## config.mk

```make
export PLATFORM = sky130hd
export DESIGN_NAME = simcc_keypoint_decoder
export DESIGN_NICKNAME = d
export VERILOG_FILES = /design/src/hdl/skd_pkg.sv /design/src/hdl/skd_front.sv /design/src/hdl/skd_fifo.sv /design/src/hdl/skd_back.sv /design/src/hdl/simcc_keypoint_decoder.sv
export VERILOG_INCLUDE_DIRS = /design/src /design/src/hdl
export SDC_FILE = /design/constraint.sdc
export NUM_CORES = 2
export LEC_CHECK = 0
export ABC_CLOCK_PERIOD_IN_PS = 11500
export BUFFER_PORTS_ARGS = -buffer_cell sky130_fd_sc_hd__buf_2
export CORE_MARGIN = 2
export CORE_UTILIZATION = 59
export DETAILED_ROUTE_END_ITERATION = 12
export HOLD_SLACK_MARGIN = 0.15
export PLACE_DENSITY = 0.84
export SYNTH_ARGS = -nofsm -noshare
export SYNTH_HDL_FRONTEND = slang
export SYNTH_HIERARCHICAL = 1
export SYNTH_SLANG_ARGS = --single-unit
```

## constraint.sdc

```tcl
create_clock -name clk_i -period 11.5 [get_ports clk_i]
set_clock_uncertainty 0.05 [all_clocks]
set_input_delay 1.15 -clock clk_i [delete_from_list [all_inputs] [get_ports clk_i]]
set_output_delay 1.15 -clock clk_i [all_outputs]
set_load 0.1 [all_outputs]
```

## src/hdl/simcc_keypoint_decoder_defines.svh

```systemverilog
// Assertion macros for the SimCC keypoint decoder
`ifndef SIMCC_KEYPOINT_DECODER_DEFINES_SVH
`define SIMCC_KEYPOINT_DECODER_DEFINES_SVH
`ifndef SYNTH
`define SKD_ASSERT_IMP(lbl, ante, cons, msg) \
  lbl: assert property (@(posedge clk_i) disable iff (!rst_ni) (ante) |-> (cons)) \
    else $error(msg);
`define SKD_ASSERT_NXT(lbl, ante, cons, msg) \
  lbl: assert property (@(posedge clk_i) disable iff (!rst_ni) (ante) |=> (cons)) \
    else $error(msg);
`else
`define SKD_ASSERT_IMP(lbl, ante, cons, msg)
`define SKD_ASSERT_NXT(lbl, ante, cons, msg)
`endif
`endif

```

## src/hdl/skd_pkg.sv

```systemverilog
// Shared constants and types for the SimCC keypoint decoder
package skd_pkg;

  localparam int unsigned BOX_W      = 12;
  localparam int unsigned DIM_W      = 11;
  localparam int unsigned LOGIT_W    = 16;
  localparam int unsigned COORD_W    = 20;
  localparam int unsigned CFG_IDX_W  = 3;
  localparam int unsigned CFG_DATA_W = 12;

  localparam logic [CFG_IDX_W-1:0] CFG_BOX_LEFT     = 3'd0;
  localparam logic [CFG_IDX_W-1:0] CFG_BOX_TOP      = 3'd1;
  localparam logic [CFG_IDX_W-1:0] CFG_BOX_RIGHT    = 3'd2;
  localparam logic [CFG_IDX_W-1:0] CFG_BOX_BOTTOM   = 3'd3;
  localparam logic [CFG_IDX_W-1:0] CFG_MODEL_WIDTH  = 3'd4;
  localparam logic [CFG_IDX_W-1:0] CFG_MODEL_HEIGHT = 3'd5;

  localparam logic [DIM_W-1:0] MODEL_WIDTH_RST  = 11'd192;
  localparam logic [DIM_W-1:0] MODEL_HEIGHT_RST = 11'd256;

  typedef struct packed {
    logic [BOX_W-1:0] box_left;
    logic [BOX_W-1:0] box_top;
    logic [BOX_W-1:0] box_right;
    logic [BOX_W-1:0] box_bottom;
    logic [DIM_W-1:0] model_width;
    logic [DIM_W-1:0] model_height;
  } cfg_t;

endpackage

```

## src/hdl/skd_front.sv

```systemverilog
// Front end: per-axis running argmax over the logit stream, emits one job per keypoint
module skd_front import skd_pkg::*; #(
  parameter int unsigned MAX_BINS = 1024,
  localparam int unsigned PW = $clog2(MAX_BINS)
) (
  input  logic                      clk_i,
  input  logic                      rst_ni,
  input  logic                      in_valid_i,
  output logic                      in_stall_o,
  input  logic signed [LOGIT_W-1:0] logit_i,
  input  logic                      axis_i,
  input  logic                      last_bin_i,
  output logic                      push_o,
  input  logic                      full_i,
  output logic [PW-1:0]             pos_x_o,
  output logic [PW-1:0]             pos_y_o,
  output logic signed [LOGIT_W-1:0] score_o
);

  localparam logic [PW-1:0] CNT_MAX = PW'(MAX_BINS - 1);

  logic signed [LOGIT_W-1:0] bxv_q, bxv_d, byv_q, byv_d;
  logic [PW-1:0]             bxp_q, bxp_d, byp_q, byp_d;
  logic [PW-1:0]             cnt_q, cnt_d;
  logic                      accept, first_bin, take_x, take_y;

  assign in_stall_o = full_i;
  assign accept     = in_valid_i && !full_i;
  assign first_bin  = (cnt_q == '0);
  assign take_x     = !axis_i && (first_bin || (logit_i > bxv_q));
  assign take_y     = axis_i && (first_bin || (logit_i > byv_q));

  always_comb begin
    bxv_d = take_x ? logit_i : bxv_q;
    bxp_d = take_x ? cnt_q : bxp_q;
    byv_d = take_y ? logit_i : byv_q;
    byp_d = take_y ? cnt_q : byp_q;
    if (last_bin_i) begin
      cnt_d = '0;
    end else if (cnt_q != CNT_MAX) begin
      cnt_d = cnt_q + 1'b1;
    end else begin
      cnt_d = cnt_q;
    end
  end

  always_ff @(posedge clk_i or negedge rst_ni) begin
    if (!rst_ni) begin
      bxv_q <= '0;
      bxp_q <= '0;
      byv_q <= '0;
      byp_q <= '0;
      cnt_q <= '0;
    end else if (accept) begin
      bxv_q <= bxv_d;
      bxp_q <= bxp_d;
      byv_q <= byv_d;
      byp_q <= byp_d;
      cnt_q <= cnt_d;
    end
  end

  assign push_o  = accept && axis_i && last_bin_i;
  assign pos_x_o = bxp_d;
  assign pos_y_o = byp_d;
  assign score_o = (bxv_d < byv_d) ? bxv_d : byv_d;

endmodule

```

## src/hdl/skd_fifo.sv

```systemverilog
// Small job queue between front end and back end
module skd_fifo #(
  parameter int unsigned DATA_W = 36,
  parameter int unsigned DEPTH  = 4
) (
  input  logic              clk_i,
  input  logic              rst_ni,
  input  logic              push_i,
  input  logic [DATA_W-1:0] wdata_i,
  output logic              full_o,
  input  logic              pop_i,
  output logic [DATA_W-1:0] rdata_o,
  output logic              empty_o
);

  localparam int unsigned PTRW = $clog2(DEPTH);
  localparam int unsigned CW   = $clog2(DEPTH + 1);
  localparam logic [PTRW-1:0] PTR_LAST = PTRW'(DEPTH - 1);
  localparam logic [CW-1:0]   CNT_FULL = CW'(DEPTH);

  logic [DATA_W-1:0] mem_q [DEPTH];
  logic [PTRW-1:0]   wr_ptr_q, rd_ptr_q;
  logic [CW-1:0]     count_q;

  assign full_o  = (count_q == CNT_FULL);
  assign empty_o = (count_q == '0);
  assign rdata_o = mem_q[rd_ptr_q];

  always_ff @(posedge clk_i) begin
    if (push_i) begin
      mem_q[wr_ptr_q] <= wdata_i;
    end
  end

  always_ff @(posedge clk_i or negedge rst_ni) begin
    if (!rst_ni) begin
      wr_ptr_q <= '0;
      rd_ptr_q <= '0;
      count_q  <= '0;
    end else begin
      if (push_i) begin
        wr_ptr_q <= (wr_ptr_q == PTR_LAST) ? '0 : wr_ptr_q + 1'b1;
      end
      if (pop_i) begin
        rd_ptr_q <= (rd_ptr_q == PTR_LAST) ? '0 : rd_ptr_q + 1'b1;
      end
      if (push_i && !pop_i) begin
        count_q <= count_q + 1'b1;
      end else if (pop_i && !push_i) begin
        count_q <= count_q - 1'b1;
      end
    end
  end

endmodule

```

## src/hdl/skd_back.sv

```systemverilog
// Back end: crop selection, coordinate rescale with serial rounding divider, output register
module skd_back import skd_pkg::*; #(
  parameter int unsigned PW = 10
) (
  input  logic                      clk_i,
  input  logic                      rst_ni,
  input  cfg_t                      cfg_i,
  input  logic                      job_valid_i,
  output logic                      job_pop_o,
  input  logic [PW-1:0]             pos_x_i,
  input  logic [PW-1:0]             pos_y_i,
  input  logic signed [LOGIT_W-1:0] score_i,
  output logic                      out_valid_o,
  input  logic                      out_stall_i,
  output logic signed [COORD_W-1:0] kpt_x_o,
  output logic signed [COORD_W-1:0] kpt_y_o,
  output logic signed [LOGIT_W-1:0] score_o,
  output logic                      saturated_o
);

  localparam int unsigned DW   = ((PW > DIM_W) ? PW : DIM_W) + 2;
  localparam int unsigned SW   = BOX_W + 1;
  localparam int unsigned PDW  = SW + DIM_W + 1;
  localparam int unsigned PRW  = SW + DW;
  localparam int unsigned CPW  = SW + DIM_W;
  localparam int unsigned NW   = PRW + 5;
  localparam int unsigned AW   = NW + 2;
  localparam int unsigned QW   = AW + 1;
  localparam int unsigned RW   = DIM_W + 2;
  localparam int unsigned CNTW = $clog2(AW);

  localparam logic signed [QW-1:0] SAT_MAX = QW'(524287);
  localparam logic signed [QW-1:0] SAT_MIN = -QW'(524288);
  localparam logic [CNTW-1:0]      DIV_LAST = CNTW'(AW - 1);

  localparam logic [3:0] ST_IDLE = 4'd0;
  localparam logic [3:0] ST_CMP  = 4'd1;
  localparam logic [3:0] ST_SEL  = 4'd2;
  localparam logic [3:0] ST_MUL  = 4'd3;
  localparam logic [3:0] ST_NUM  = 4'd4;
  localparam logic [3:0] ST_DIV  = 4'd5;
  localparam logic [3:0] ST_FIX  = 4'd6;
  localparam logic [3:0] ST_OUT  = 4'd7;

  logic [3:0] state_q;
  logic       out_valid_q;

  logic signed [PW:0]          qx_q, qy_q;
  logic signed [LOGIT_W-1:0]   score_q;
  logic signed [PDW-1:0]       p1_q, p2_q;
  logic [DIM_W-1:0]            d_q;
  logic signed [SW-1:0]        s_q;
  logic                        axis_q;
  logic signed [PRW-1:0]       t_q;
  logic [CPW-1:0]              c_q;
  logic                        neg_q;
  logic [AW-1:0]               dvd_q;
  logic [RW-1:0]               rem_q;
  logic [CNTW-1:0]             cnt_q;
  logic signed [COORD_W-1:0]   kx_q, ky_q;
  logic                        clip_q;
  logic signed [COORD_W-1:0]   kx_out_q, ky_out_q;
  logic signed [LOGIT_W-1:0]   score_out_q;
  logic                        sat_out_q;

  logic [DIM_W-1:0]      w_eff, h_eff, m_sel;
  logic signed [SW-1:0]  dx, dy;
  logic signed [PW:0]    q_sel;
  logic signed [DW-1:0]  diff;
  logic [SW-1:0]         edge_sum;
  logic signed [NW-1:0]  num;
  logic signed [AW-1:0]  a_val;
  logic [RW-1:0]         rem_sh, div_b;
  logic                  ge;
  logic signed [QW-1:0]  q_signed;
  logic signed [COORD_W-1:0] q_sat;
  logic                  q_clip;
  logic                  out_free;

  assign w_eff = (cfg_i.model_width == '0) ? DIM_W'(1) : cfg_i.model_width;
  assign h_eff = (cfg_i.model_height == '0) ? DIM_W'(1) : cfg_i.model_height;
  assign dx = $signed({1'b0, cfg_i.box_right}) - $signed({1'b0, cfg_i.box_left});
  assign dy = $signed({1'b0, cfg_i.box_bottom}) - $signed({1'b0, cfg_i.box_top});

  assign q_sel    = axis_q ? qy_q : qx_q;
  assign m_sel    = axis_q ? h_eff : w_eff;
  assign diff     = DW'(q_sel) - DW'($signed({1'b0, m_sel}));
  assign edge_sum = axis_q ? (SW'(cfg_i.box_top) + SW'(cfg_i.box_bottom))
                           : (SW'(cfg_i.box_left) + SW'(cfg_i.box_right));

  // 10*t + 8*c, then 2n + d for round-half-up
  assign num   = (NW'(t_q) <<< 3) + (NW'(t_q) <<< 1) + (NW'($signed({1'b0, c_q})) <<< 3);
  assign a_val = (AW'(num) <<< 1) + AW'($signed({1'b0, d_q}));

  assign rem_sh = {rem_q[RW-2:0], dvd_q[AW-1]};
  assign div_b  = RW'({d_q, 1'b0});
  assign ge     = (rem_sh >= div_b);

  always_comb begin
    if (neg_q) begin
      q_signed = -$signed({1'b0, dvd_q}) - QW'(rem_q != '0);
    end else begin
      q_signed = $signed({1'b0, dvd_q});
    end
    q_clip = 1'b0;
    if (q_signed > SAT_MAX) begin
      q_sat  = SAT_MAX[COORD_W-1:0];
      q_clip = 1'b1;
    end else if (q_signed < SAT_MIN) begin
      q_sat  = SAT_MIN[COORD_W-1:0];
      q_clip = 1'b1;
    end else begin
      q_sat = q_signed[COORD_W-1:0];
    end
  end

  assign out_free  = !out_valid_q || !out_stall_i;
  assign job_pop_o = (state_q == ST_IDLE) && job_valid_i;

  always_ff @(posedge clk_i or negedge rst_ni) begin
    if (!rst_ni) begin
      state_q     <= ST_IDLE;
      out_valid_q <= 1'b0;
    end else begin
      if ((state_q == ST_OUT) && out_free) begin
        out_valid_q <= 1'b1;
      end else if (out_valid_q && !out_stall_i) begin
        out_valid_q <= 1'b0;
      end
      case (state_q)
        ST_IDLE: if (job_valid_i) state_q <= ST_CMP;
        ST_CMP:  state_q <= ST_SEL;
        ST_SEL:  state_q <= ST_MUL;
        ST_MUL:  state_q <= ST_NUM;
        ST_NUM:  state_q <= ST_DIV;
        ST_DIV:  if (cnt_q == '0) state_q <= ST_FIX;
        ST_FIX:  state_q <= axis_q ? ST_OUT : ST_MUL;
        ST_OUT:  if (out_free) state_q <= ST_IDLE;
        default: state_q <= ST_IDLE;
      endcase
    end
  end

  always_ff @(posedge clk_i) begin
    case (state_q)
      ST_IDLE: begin
        if (job_valid_i) begin
          qx_q    <= (score_i > 0) ? $signed({1'b0, pos_x_i}) : '1;
          qy_q    <= (score_i > 0) ? $signed({1'b0, pos_y_i}) : '1;
          score_q <= score_i;
          clip_q  <= 1'b0;
        end
      end
      ST_CMP: begin
        p1_q <= PDW'(dx) * PDW'($signed({1'b0, h_eff}));
        p2_q <= PDW'(dy) * PDW'($signed({1'b0, w_eff}));
      end
      ST_SEL: begin
        axis_q <= 1'b0;
        if (p1_q > p2_q) begin
          d_q <= w_eff;
          s_q <= dx;
        end else begin
          d_q <= h_eff;
          s_q <= dy;
        end
      end
      ST_MUL: begin
        t_q <= PRW'(s_q) * PRW'(diff);
        c_q <= CPW'(edge_sum) * CPW'(d_q);
      end
      ST_NUM: begin
        neg_q <= a_val[AW-1];
        dvd_q <= a_val[AW-1] ? AW'(-a_val) : AW'(a_val);
        rem_q <= '0;
        cnt_q <= DIV_LAST;
      end
      ST_DIV: begin
        rem_q <= ge ? (rem_sh - div_b) : rem_sh;
        dvd_q <= {dvd_q[AW-2:0], ge};
        cnt_q <= cnt_q - 1'b1;
      end
      ST_FIX: begin
        if (axis_q) begin
          ky_q <= q_sat;
        end else begin
          kx_q <= q_sat;
        end
        clip_q <= clip_q | q_clip;
        axis_q <= 1'b1;
      end
      ST_OUT: begin
        if (out_free) begin
          kx_out_q    <= kx_q;
          ky_out_q    <= ky_q;
          score_out_q <= score_q;
          sat_out_q   <= clip_q;
        end
      end
      default: ;
    endcase
  end

  assign out_valid_o = out_valid_q;
  assign kpt_x_o     = kx_out_q;
  assign kpt_y_o     = ky_out_q;
  assign score_o     = score_out_q;
  assign saturated_o = sat_out_q;

endmodule

```

## src/hdl/simcc_keypoint_decoder.sv

```systemverilog
// Top level of the SimCC keypoint decoder: config registers, front end, job queue, back end
//
// Usage: logit bins enter on the input channel (in_valid_i / in_stall_o), all x bins of a
// keypoint then all y bins, last_bin_i marking the end of each axis. A transfer happens
// when valid is high and stall is low. The front end takes one bin per cycle and keeps
// the per-axis argmax; the last y bin pushes one job into a queue of QUEUE_DEPTH entries.
// The back end turns each job into one keypoint (kpt_x_o, kpt_y_o, score_o, saturated_o)
// on the output channel (out_valid_o / out_stall_i), held in an output register.
// The back end runs a one-bit-per-cycle rounding divider once per axis; AW, its dividend
// width, is 33 at MAX_BINS = 1024. The back end takes a new job only while it is idle,
// so keypoints are decoded one at a time.
// Bins are taken every cycle while the queue has room; in_stall_o rises when it is full.
// A stalled output holds its keypoint and the back end waits; the queue then fills.
// Reset clears the argmax state, the queue and the output valid, and sets the box to 0
// and the model size to 192 x 256. Config writes (cfg_we_i) take effect at once and are
// meant for idle periods only.
`include "simcc_keypoint_decoder_defines.svh"
module simcc_keypoint_decoder import skd_pkg::*; #(
  parameter int unsigned MAX_BINS    = 1024,
  parameter int unsigned QUEUE_DEPTH = 4
) (
  input  logic                      clk_i,
  input  logic                      rst_ni,
  input  logic                      cfg_we_i,
  input  logic [CFG_IDX_W-1:0]      cfg_index_i,
  input  logic [CFG_DATA_W-1:0]     cfg_data_i,
  input  logic                      in_valid_i,
  output logic                      in_stall_o,
  input  logic signed [LOGIT_W-1:0] logit_i,
  input  logic                      axis_i,
  input  logic                      last_bin_i,
  output logic                      out_valid_o,
  input  logic                      out_stall_i,
  output logic signed [COORD_W-1:0] kpt_x_o,
  output logic signed [COORD_W-1:0] kpt_y_o,
  output logic signed [LOGIT_W-1:0] score_o,
  output logic                      saturated_o
);

  localparam int unsigned PW    = $clog2(MAX_BINS);
  localparam int unsigned JOB_W = 2 * PW + LOGIT_W;

  cfg_t cfg_q;

  always_ff @(posedge clk_i or negedge rst_ni) begin
    if (!rst_ni) begin
      cfg_q.box_left     <= '0;
      cfg_q.box_top      <= '0;
      cfg_q.box_right    <= '0;
      cfg_q.box_bottom   <= '0;
      cfg_q.model_width  <= MODEL_WIDTH_RST;
      cfg_q.model_height <= MODEL_HEIGHT_RST;
    end else if (cfg_we_i) begin
      case (cfg_index_i)
        CFG_BOX_LEFT:     cfg_q.box_left     <= cfg_data_i[BOX_W-1:0];
        CFG_BOX_TOP:      cfg_q.box_top      <= cfg_data_i[BOX_W-1:0];
        CFG_BOX_RIGHT:    cfg_q.box_right    <= cfg_data_i[BOX_W-1:0];
        CFG_BOX_BOTTOM:   cfg_q.box_bottom   <= cfg_data_i[BOX_W-1:0];
        CFG_MODEL_WIDTH:  cfg_q.model_width  <= cfg_data_i[DIM_W-1:0];
        CFG_MODEL_HEIGHT: cfg_q.model_height <= cfg_data_i[DIM_W-1:0];
        default: ;
      endcase
    end
  end

  logic                      q_push, q_full, q_pop, q_empty;
  logic [PW-1:0]             f_pos_x, f_pos_y, b_pos_x, b_pos_y;
  logic signed [LOGIT_W-1:0] f_score, b_score;
  logic [JOB_W-1:0]          q_rdata;

  skd_front #(
    .MAX_BINS (MAX_BINS)
  ) u_front (
    .clk_i      (clk_i),
    .rst_ni     (rst_ni),
    .in_valid_i (in_valid_i),
    .in_stall_o (in_stall_o),
    .logit_i    (logit_i),
    .axis_i     (axis_i),
    .last_bin_i (last_bin_i),
    .push_o     (q_push),
    .full_i     (q_full),
    .pos_x_o    (f_pos_x),
    .pos_y_o    (f_pos_y),
    .score_o    (f_score)
  );

  skd_fifo #(
    .DATA_W (JOB_W),
    .DEPTH  (QUEUE_DEPTH)
  ) u_fifo (
    .clk_i   (clk_i),
    .rst_ni  (rst_ni),
    .push_i  (q_push),
    .wdata_i ({f_pos_x, f_pos_y, f_score}),
    .full_o  (q_full),
    .pop_i   (q_pop),
    .rdata_o (q_rdata),
    .empty_o (q_empty)
  );

  assign b_pos_x = q_rdata[JOB_W-1 -: PW];
  assign b_pos_y = q_rdata[LOGIT_W+PW-1 -: PW];
  assign b_score = q_rdata[LOGIT_W-1:0];

  skd_back #(
    .PW (PW)
  ) u_back (
    .clk_i       (clk_i),
    .rst_ni      (rst_ni),
    .cfg_i       (cfg_q),
    .job_valid_i (!q_empty),
    .job_pop_o   (q_pop),
    .pos_x_i     (b_pos_x),
    .pos_y_i     (b_pos_y),
    .score_i     (b_score),
    .out_valid_o (out_valid_o),
    .out_stall_i (out_stall_i),
    .kpt_x_o     (kpt_x_o),
    .kpt_y_o     (kpt_y_o),
    .score_o     (score_o),
    .saturated_o (saturated_o)
  );

  `SKD_ASSERT_IMP(a_push_not_full, q_push, !q_full, "job pushed into full queue")
  `SKD_ASSERT_IMP(a_pop_not_empty, q_pop, !q_empty, "job popped from empty queue")
  `SKD_ASSERT_IMP(a_last_y, in_valid_i && !in_stall_o && axis_i && last_bin_i, q_push, "lost job")
  `SKD_ASSERT_NXT(a_single_pop, q_pop, !q_pop, "back end popped two jobs in a row")

endmodule
```

# Yosys cells after proc, flatten, opt, wreduce, memory -nomap -nowiden
# Memories as Yosys holds them, arrays and structs flattened.
# Index checks and enable logic that the tools add are counted.
# classes
n_reduce_logical,47
div,0
n_shift,0
n_eq_ne,19
n_addsub,18
n_lt_le_gt_ge,8
muxes,42
n_mul,4
n_bitwise,3
# op_table
op,n
11-bit two-way mux,7
33-bit one-hot mux with 2 select lines,1
13-bit by 12-bit multiplier with 25-bit output,2
16-bit two-way mux,3
10-bit two-way mux,4
20-bit two-way mux,2
13-bit two-way mux,3
"34-bit by 20-bit > comparator with 1-bit output, second input constant",1
"34-bit by 20-bit less-than comparator with 1-bit output, second input constant",1
34-bit two-way mux,1
33-bit negation with 34-bit output,1
34-bit by 1-bit subtractor with 34-bit output,1
32-bit by 12-bit adder with 33-bit output,1
33-bit two-way mux,1
33-bit negation,1
16-bit > comparator,2
4-bit one-hot mux with 8 select lines,1
30-bit by 28-bit adder with 31-bit output,1
29-bit by 27-bit adder with 30-bit output,1
12-bit by 12-bit adder with 13-bit output,2
13-bit by 13-bit multiplier with 26-bit output,1
13-bit one-hot mux with 2 select lines,1
12-bit by 12-bit subtractor with 13-bit output,2
25-bit > comparator,1
41 further kinds,99
# word_totals
word_cells,181
latchBits,0
n_memories,1
rom_bits,0
mem_bits_rw,144
in_bits,38
reg_bits,458
# memory_table
name,depth,word_bits,rd,rd_ports_with_merged_regs,wr,line_no,source
u_fifo.mem_q,4,36,1,0,1,skd_fifo.sv:21,logic [DATA_W-1:0] mem_q [DEPTH];

# Longest topological paths before layout
# logic_depth
ltp_word,9
mapped_depth,38
ltp_nobuf,38

# Modules after synthesis
# The synthesis kept the hierarchy.
# by_module_without_submodules
mod,n_inst,cells_each,area_per_inst_um2
skd_back,1,4327,42160.4
skd_fifo,1,225,5620.4
skd_front,1,512,4589.4
simcc_keypoint_decoder,1,153,2803.9

# Least setup slack after synthesis
# No wires, ideal clock.
# synth_path
path_type,register -> register
from,reg u_back.axis_q
to,reg u_back.t_q[24] (data pin)
t_arrival_ns,8.513
path_stages_with_launch,37
setup_slack_ns,2.679
t_required_ns,11.192
setup_time_ns,0.258
synth_period_minus_slack_ns,8.821
path_buffers,3
cell_sequence,edfxtp_1 -> clkbuf_1 -> clkbuf_1 -> mux2_2 -> ha_1 -> nor2b_1 -> o21ai_0 -> a21boi_0 -> o21ai_0 -> a21boi_0 -> o21ai_0 -> a21boi_0 -> o21a_1 -> nor2_1 -> o21bai_1 -> a21oi_1 -> xnor2_1 -> clkbuf_1 -> nand2b_1 -> fa_1 -> fa_1 -> inv_1 -> fa_1 -> fa_1 -> fa_1 -> inv_1 -> fa_1 -> inv_1 -> ha_1 -> inv_1 -> o21ai_0 -> a2111o_1 -> nand3_1 -> nand4_1 -> a31o_2 -> a21oi_1 -> xnor2_1
# synth_via
elab_chain_cells,3
# synth_lines
item,line_no,source
start: declaration,skd_back.sv:53,logic axis_q;
start signal: assignment,skd_back.sv:159,axis_q <= 1'b0;
start signal: assignment,skd_back.sv:190,axis_q <= 1'b1;
"11-bit two-way mux, on equally long branches","skd_back.sv:85, skd_back.sv:86",
11-bit by 12-bit subtractor with 13-bit output (*),skd_back.sv:87,"assign diff = DW'(q_sel) - DW'($signed({1'b0, m_sel}));"
13-bit by 13-bit multiplier with 26-bit output (*),skd_back.sv:169,t_q <= PRW'(s_q) * PRW'(diff);
end signal: assignment,skd_back.sv:169,
end: declaration,skd_back.sv:54,logic signed [PRW-1:0] t_q;
# Mark *: on every way between the ends. The rest lies on a longest branch, timed or not.
# A chain may end at the register's enable or synchronous reset.

# Worst setup path after layout
# layout_path
from,reg cfg_q[18] (netlist name)
to,reg u_back.t_q[25] (data pin)
# layout_via
elab_chain_cells,5
# layout_lines
item,line_no,source
start: declaration,simcc_keypoint_decoder.sv:43,cfg_t cfg_q;
11-bit logical NOT,skd_back.sv:80,assign w_eff = (cfg_i.model_width == '0) ? DIM_W'(1) : cfg_i.model_width;
11-bit two-way mux (*),skd_back.sv:80,
11-bit two-way mux (*),skd_back.sv:86,assign m_sel = axis_q ? h_eff : w_eff;
11-bit by 12-bit subtractor with 13-bit output (*),skd_back.sv:87,
13-bit by 13-bit multiplier with 26-bit output (*),skd_back.sv:169,
# Marked as above.

==> impl_metrics.toml <==
[worst_setup_path]
critPathSlowestCell = "xnor2_1"
cp_max_fo = 17
crit_family = "adder cells"
critical_path_buf_inv_count = 3
cp-end-kind = "register"
startpoint_type = "register"
cp-startpoint = "cfg_q[18]"
slowest_delay_ps = 890
ff2ff_setup_slack_ps = 1610
critical_path_arrival_ps = 10200
required_ps = 11810
ff2ff_path_depth = 35
timing.rr.start = "cfg_q[18]"
timing.rr.end = "u_back/t_q[25]"
path_common_cell = "fa_1"
criticalPathCategory = "reg2reg"

[finish]
layout.nets = 6319
fill_cells = 6982
drive_above_1_share = 0.0976
final-seq-area_um2 = 17300
final_common_cell = "inv_1"
area_growth_pct = 7.23
multi_input_area_um2 = 33900
final_cell_mix = "inv_1, fa_1, nand2_1"

[cts]
post_cts_resized = 0
clk_latency_ps = 650
clk_pin_slew_worst_paths_ps = 60
htree_levels = 3
cts_root_buf = "clkbuf_16"
hold_buffers = 0
post-cts-setup-buffers = 0
cts.sinks = 600
cts_tree = "yes"
cts_buffers = 66
clockBufferDepth = 3

[yosys]
synthArstFlopShare = 0.238
ys_ff_latch = 600
synth_xor_area_frac = 0.0391
synthMuxAreaShare = 0.0583
synth_compound_area_frac = 0.0817
syn_inst = 5217
synth_top_family_by_area = "adder cells"
synth_area_um2 = 55200
synth_edf_count = 457
synth_fa_ha_area_frac = 0.309
synthSimpleGateAreaFrac = 0.125
yosys_warnings = 6
synthFlopType = "edfxtp_1"
synth_cell_types = 112
synthesis.nets = 6280
yosysSeqAreaShare = 0.314
synth.avg_cell_area_um2 = 10.6

[detailed_routing]
drc_errors = 0
drt_first_pass_iters = 8
via_per_inst = 5.81
wl_per_cell_um = 19.0
wl_um = 125000
drtIter0Drc = 3122
ant_nets = 0
vias = 38200

[sta]
rsz0062_at_grt = "no"
period_share = 0.860
hold_viol_final = 0
setup_viol = 0
tns_ps = 0
period_minus_slack_ps = 9890
max-slew-margin-rel = 0.134
clock.fmax_ghz = 0.101
worst-slew-pin-transition_ps = 1290
final_max_slew_viol_count = 0

[flow_run]
maxCapViolCount = 0

[die]
ios = 97
die_x_um = 310
coreArea_um2 = 93000
die-area_um2 = 96000
rows = 112
die_h_um = 310
start_util = 0.593

[global_routing]
grt_usage = 0.270
grt_pass1_vias = 39300
grt_pass1_wl_um = 205000
antenna_found_initial = 4
gr-total-overflow = 0
grt_max_degree = 86

[hold_path]
min_from = "u_back/score_q[0]"
holdCritPathClass = "reg2reg"
hold_depth = 0
hold_end = "u_back/score_o[0]"

[place]
portBuffers = 96
dpl.hpwl_um = 94400
gp_congestion = 0.906

[outcome]
status = "finished, final reports clean"
[worst register-to-register path, delay by kind of cell (launching register included)]
family	cells	cell delay (ps)
and+or+nand+nor	5	700
adders and majority gates	8	3570
DFF	1	730
xor gates and xnor gates	2	1010
AOI/OAI and AO/OA	16	3090
muxes	1	320
buffers and inverters	3	150
[through the flow]
| stage | std cells | hold WS, ps | worst slack (ps) | cell area, um^2 | util |
|---|---|---|---|---|---|
| global placement | 6442 | 350 | 2010 | 56900 | 0.611 |
| CTS | 6564 | 359 | 1700 | 59200 | 0.636 |
| detailed placement | 6442 | 355 | 1810 | 56900 | 0.611 |
| global route | 6567 | 364 | 1010 | 59200 | 0.636 |
| floorplan | 5217 | 350 | 2680 | 55200 | - |
| finish | 6568 | 360 | 1610 | 59200 | 0.636 |
[worst max-delay path by stage]
stage | end | slack (ps) | cells past startpoint
after global routing | u_back/t_q[25] | 1010 | 35
final | u_back/t_q[25] | 1610 | 35
after global placement | u_back/t_q[25] | 2010 | 35
after CTS | u_back/t_q[25] | 1700 | 35
after detailed placement | u_back/t_q[25] | 1810 | 35
after floorplan | u_back/t_q[24] | 2680 | 36
[sequential cells by signal, indices dropped and copies added, names as in the netlist, 20 cells and up]
signal,count
u_back/p1_q,25
u_back/t_q,26
u_back/kx_q,20
u_back/kpt_y_o,20
u_back/dvd_q,33
u_back/p2_q,25
cfg_q,70
u_fifo/mem_q,144
u_back/ky_q,20
u_back/c_q,24
u_back/kpt_x_o,20
[routing by layer]
metal	up-vias	global-route usage	share of wire
li1	17300	-	-
met1	19100	0.365	0.41
met2	1506	0.444	0.48
met3	261	0.0497	0.082
met4	0	0.0821	0.029
met5	-	0	0
[cell usage after synthesis (all sizes together), types with 10 or more instances]
master  instances  area share
a21oi         203       0.019
o21ai         171       0.016
ha            463        0.10
xnor2         182       0.029
or3            20      0.0023
nand4          32      0.0040
o21a           33      0.0045
o21bai         34      0.0046
mux4           36       0.015
and3           27      0.0031
edfxtp        457        0.25
inv           846       0.058
and2          221       0.025
a31oi          25      0.0028
or2            12      0.0014
dfrtp         140       0.063
clkbuf        144      0.0098
nor3           63      0.0060
a21boi         22      0.0030
a211oi         19      0.0032
nand2         557       0.038
mux2          129       0.029
a21o           57      0.0078
nand2b         58      0.0066
o211ai         20      0.0033
nor2          212       0.014
nand3          41      0.0039
nor4           18      0.0023
buf            41      0.0061
and4           12      0.0020
o31a           11      0.0017
nor2b          72      0.0082
mux2i          82       0.015
fa            562        0.20
o211a          10      0.0018
o31ai          14      0.0021
xor2           62       0.010
[layout make-up]
| cell class | count | share of cell area |
|---|---|---|
| multi-input combinational | 3586 | 0.573 |
| timing repair buffer | 156 | 0.0158 |
| inverter | 846 | 0.0537 |
| sequential | 600 | 0.293 |
| clock inverter | 40 | 0.00825 |
| antenna | 4 | 0.000169 |
| tap | 1254 | 0.0265 |
| clock buffer | 82 | 0.0305 |
[cell families (layout without fill, tap and decap cells)]
| family | count (synthesis) | in the layout |
|---|---|---|
| and+or+nand+nor | 1387 | 1387 |
| buffers and inverters | 1031 | 1124 |
| adders and majority gates | 1025 | 1025 |
| AOI/OAI and AO/OA | 683 | 683 |
| DFF | 600 | 600 |
| muxes | 247 | 247 |
| xor gates and xnor gates | 244 | 244 |
| other | 0 | 4 |
Power is left out: the tool's default activity adds up to more than one toggle a clock period on the data nets, which glitch-free logic cannot reach.
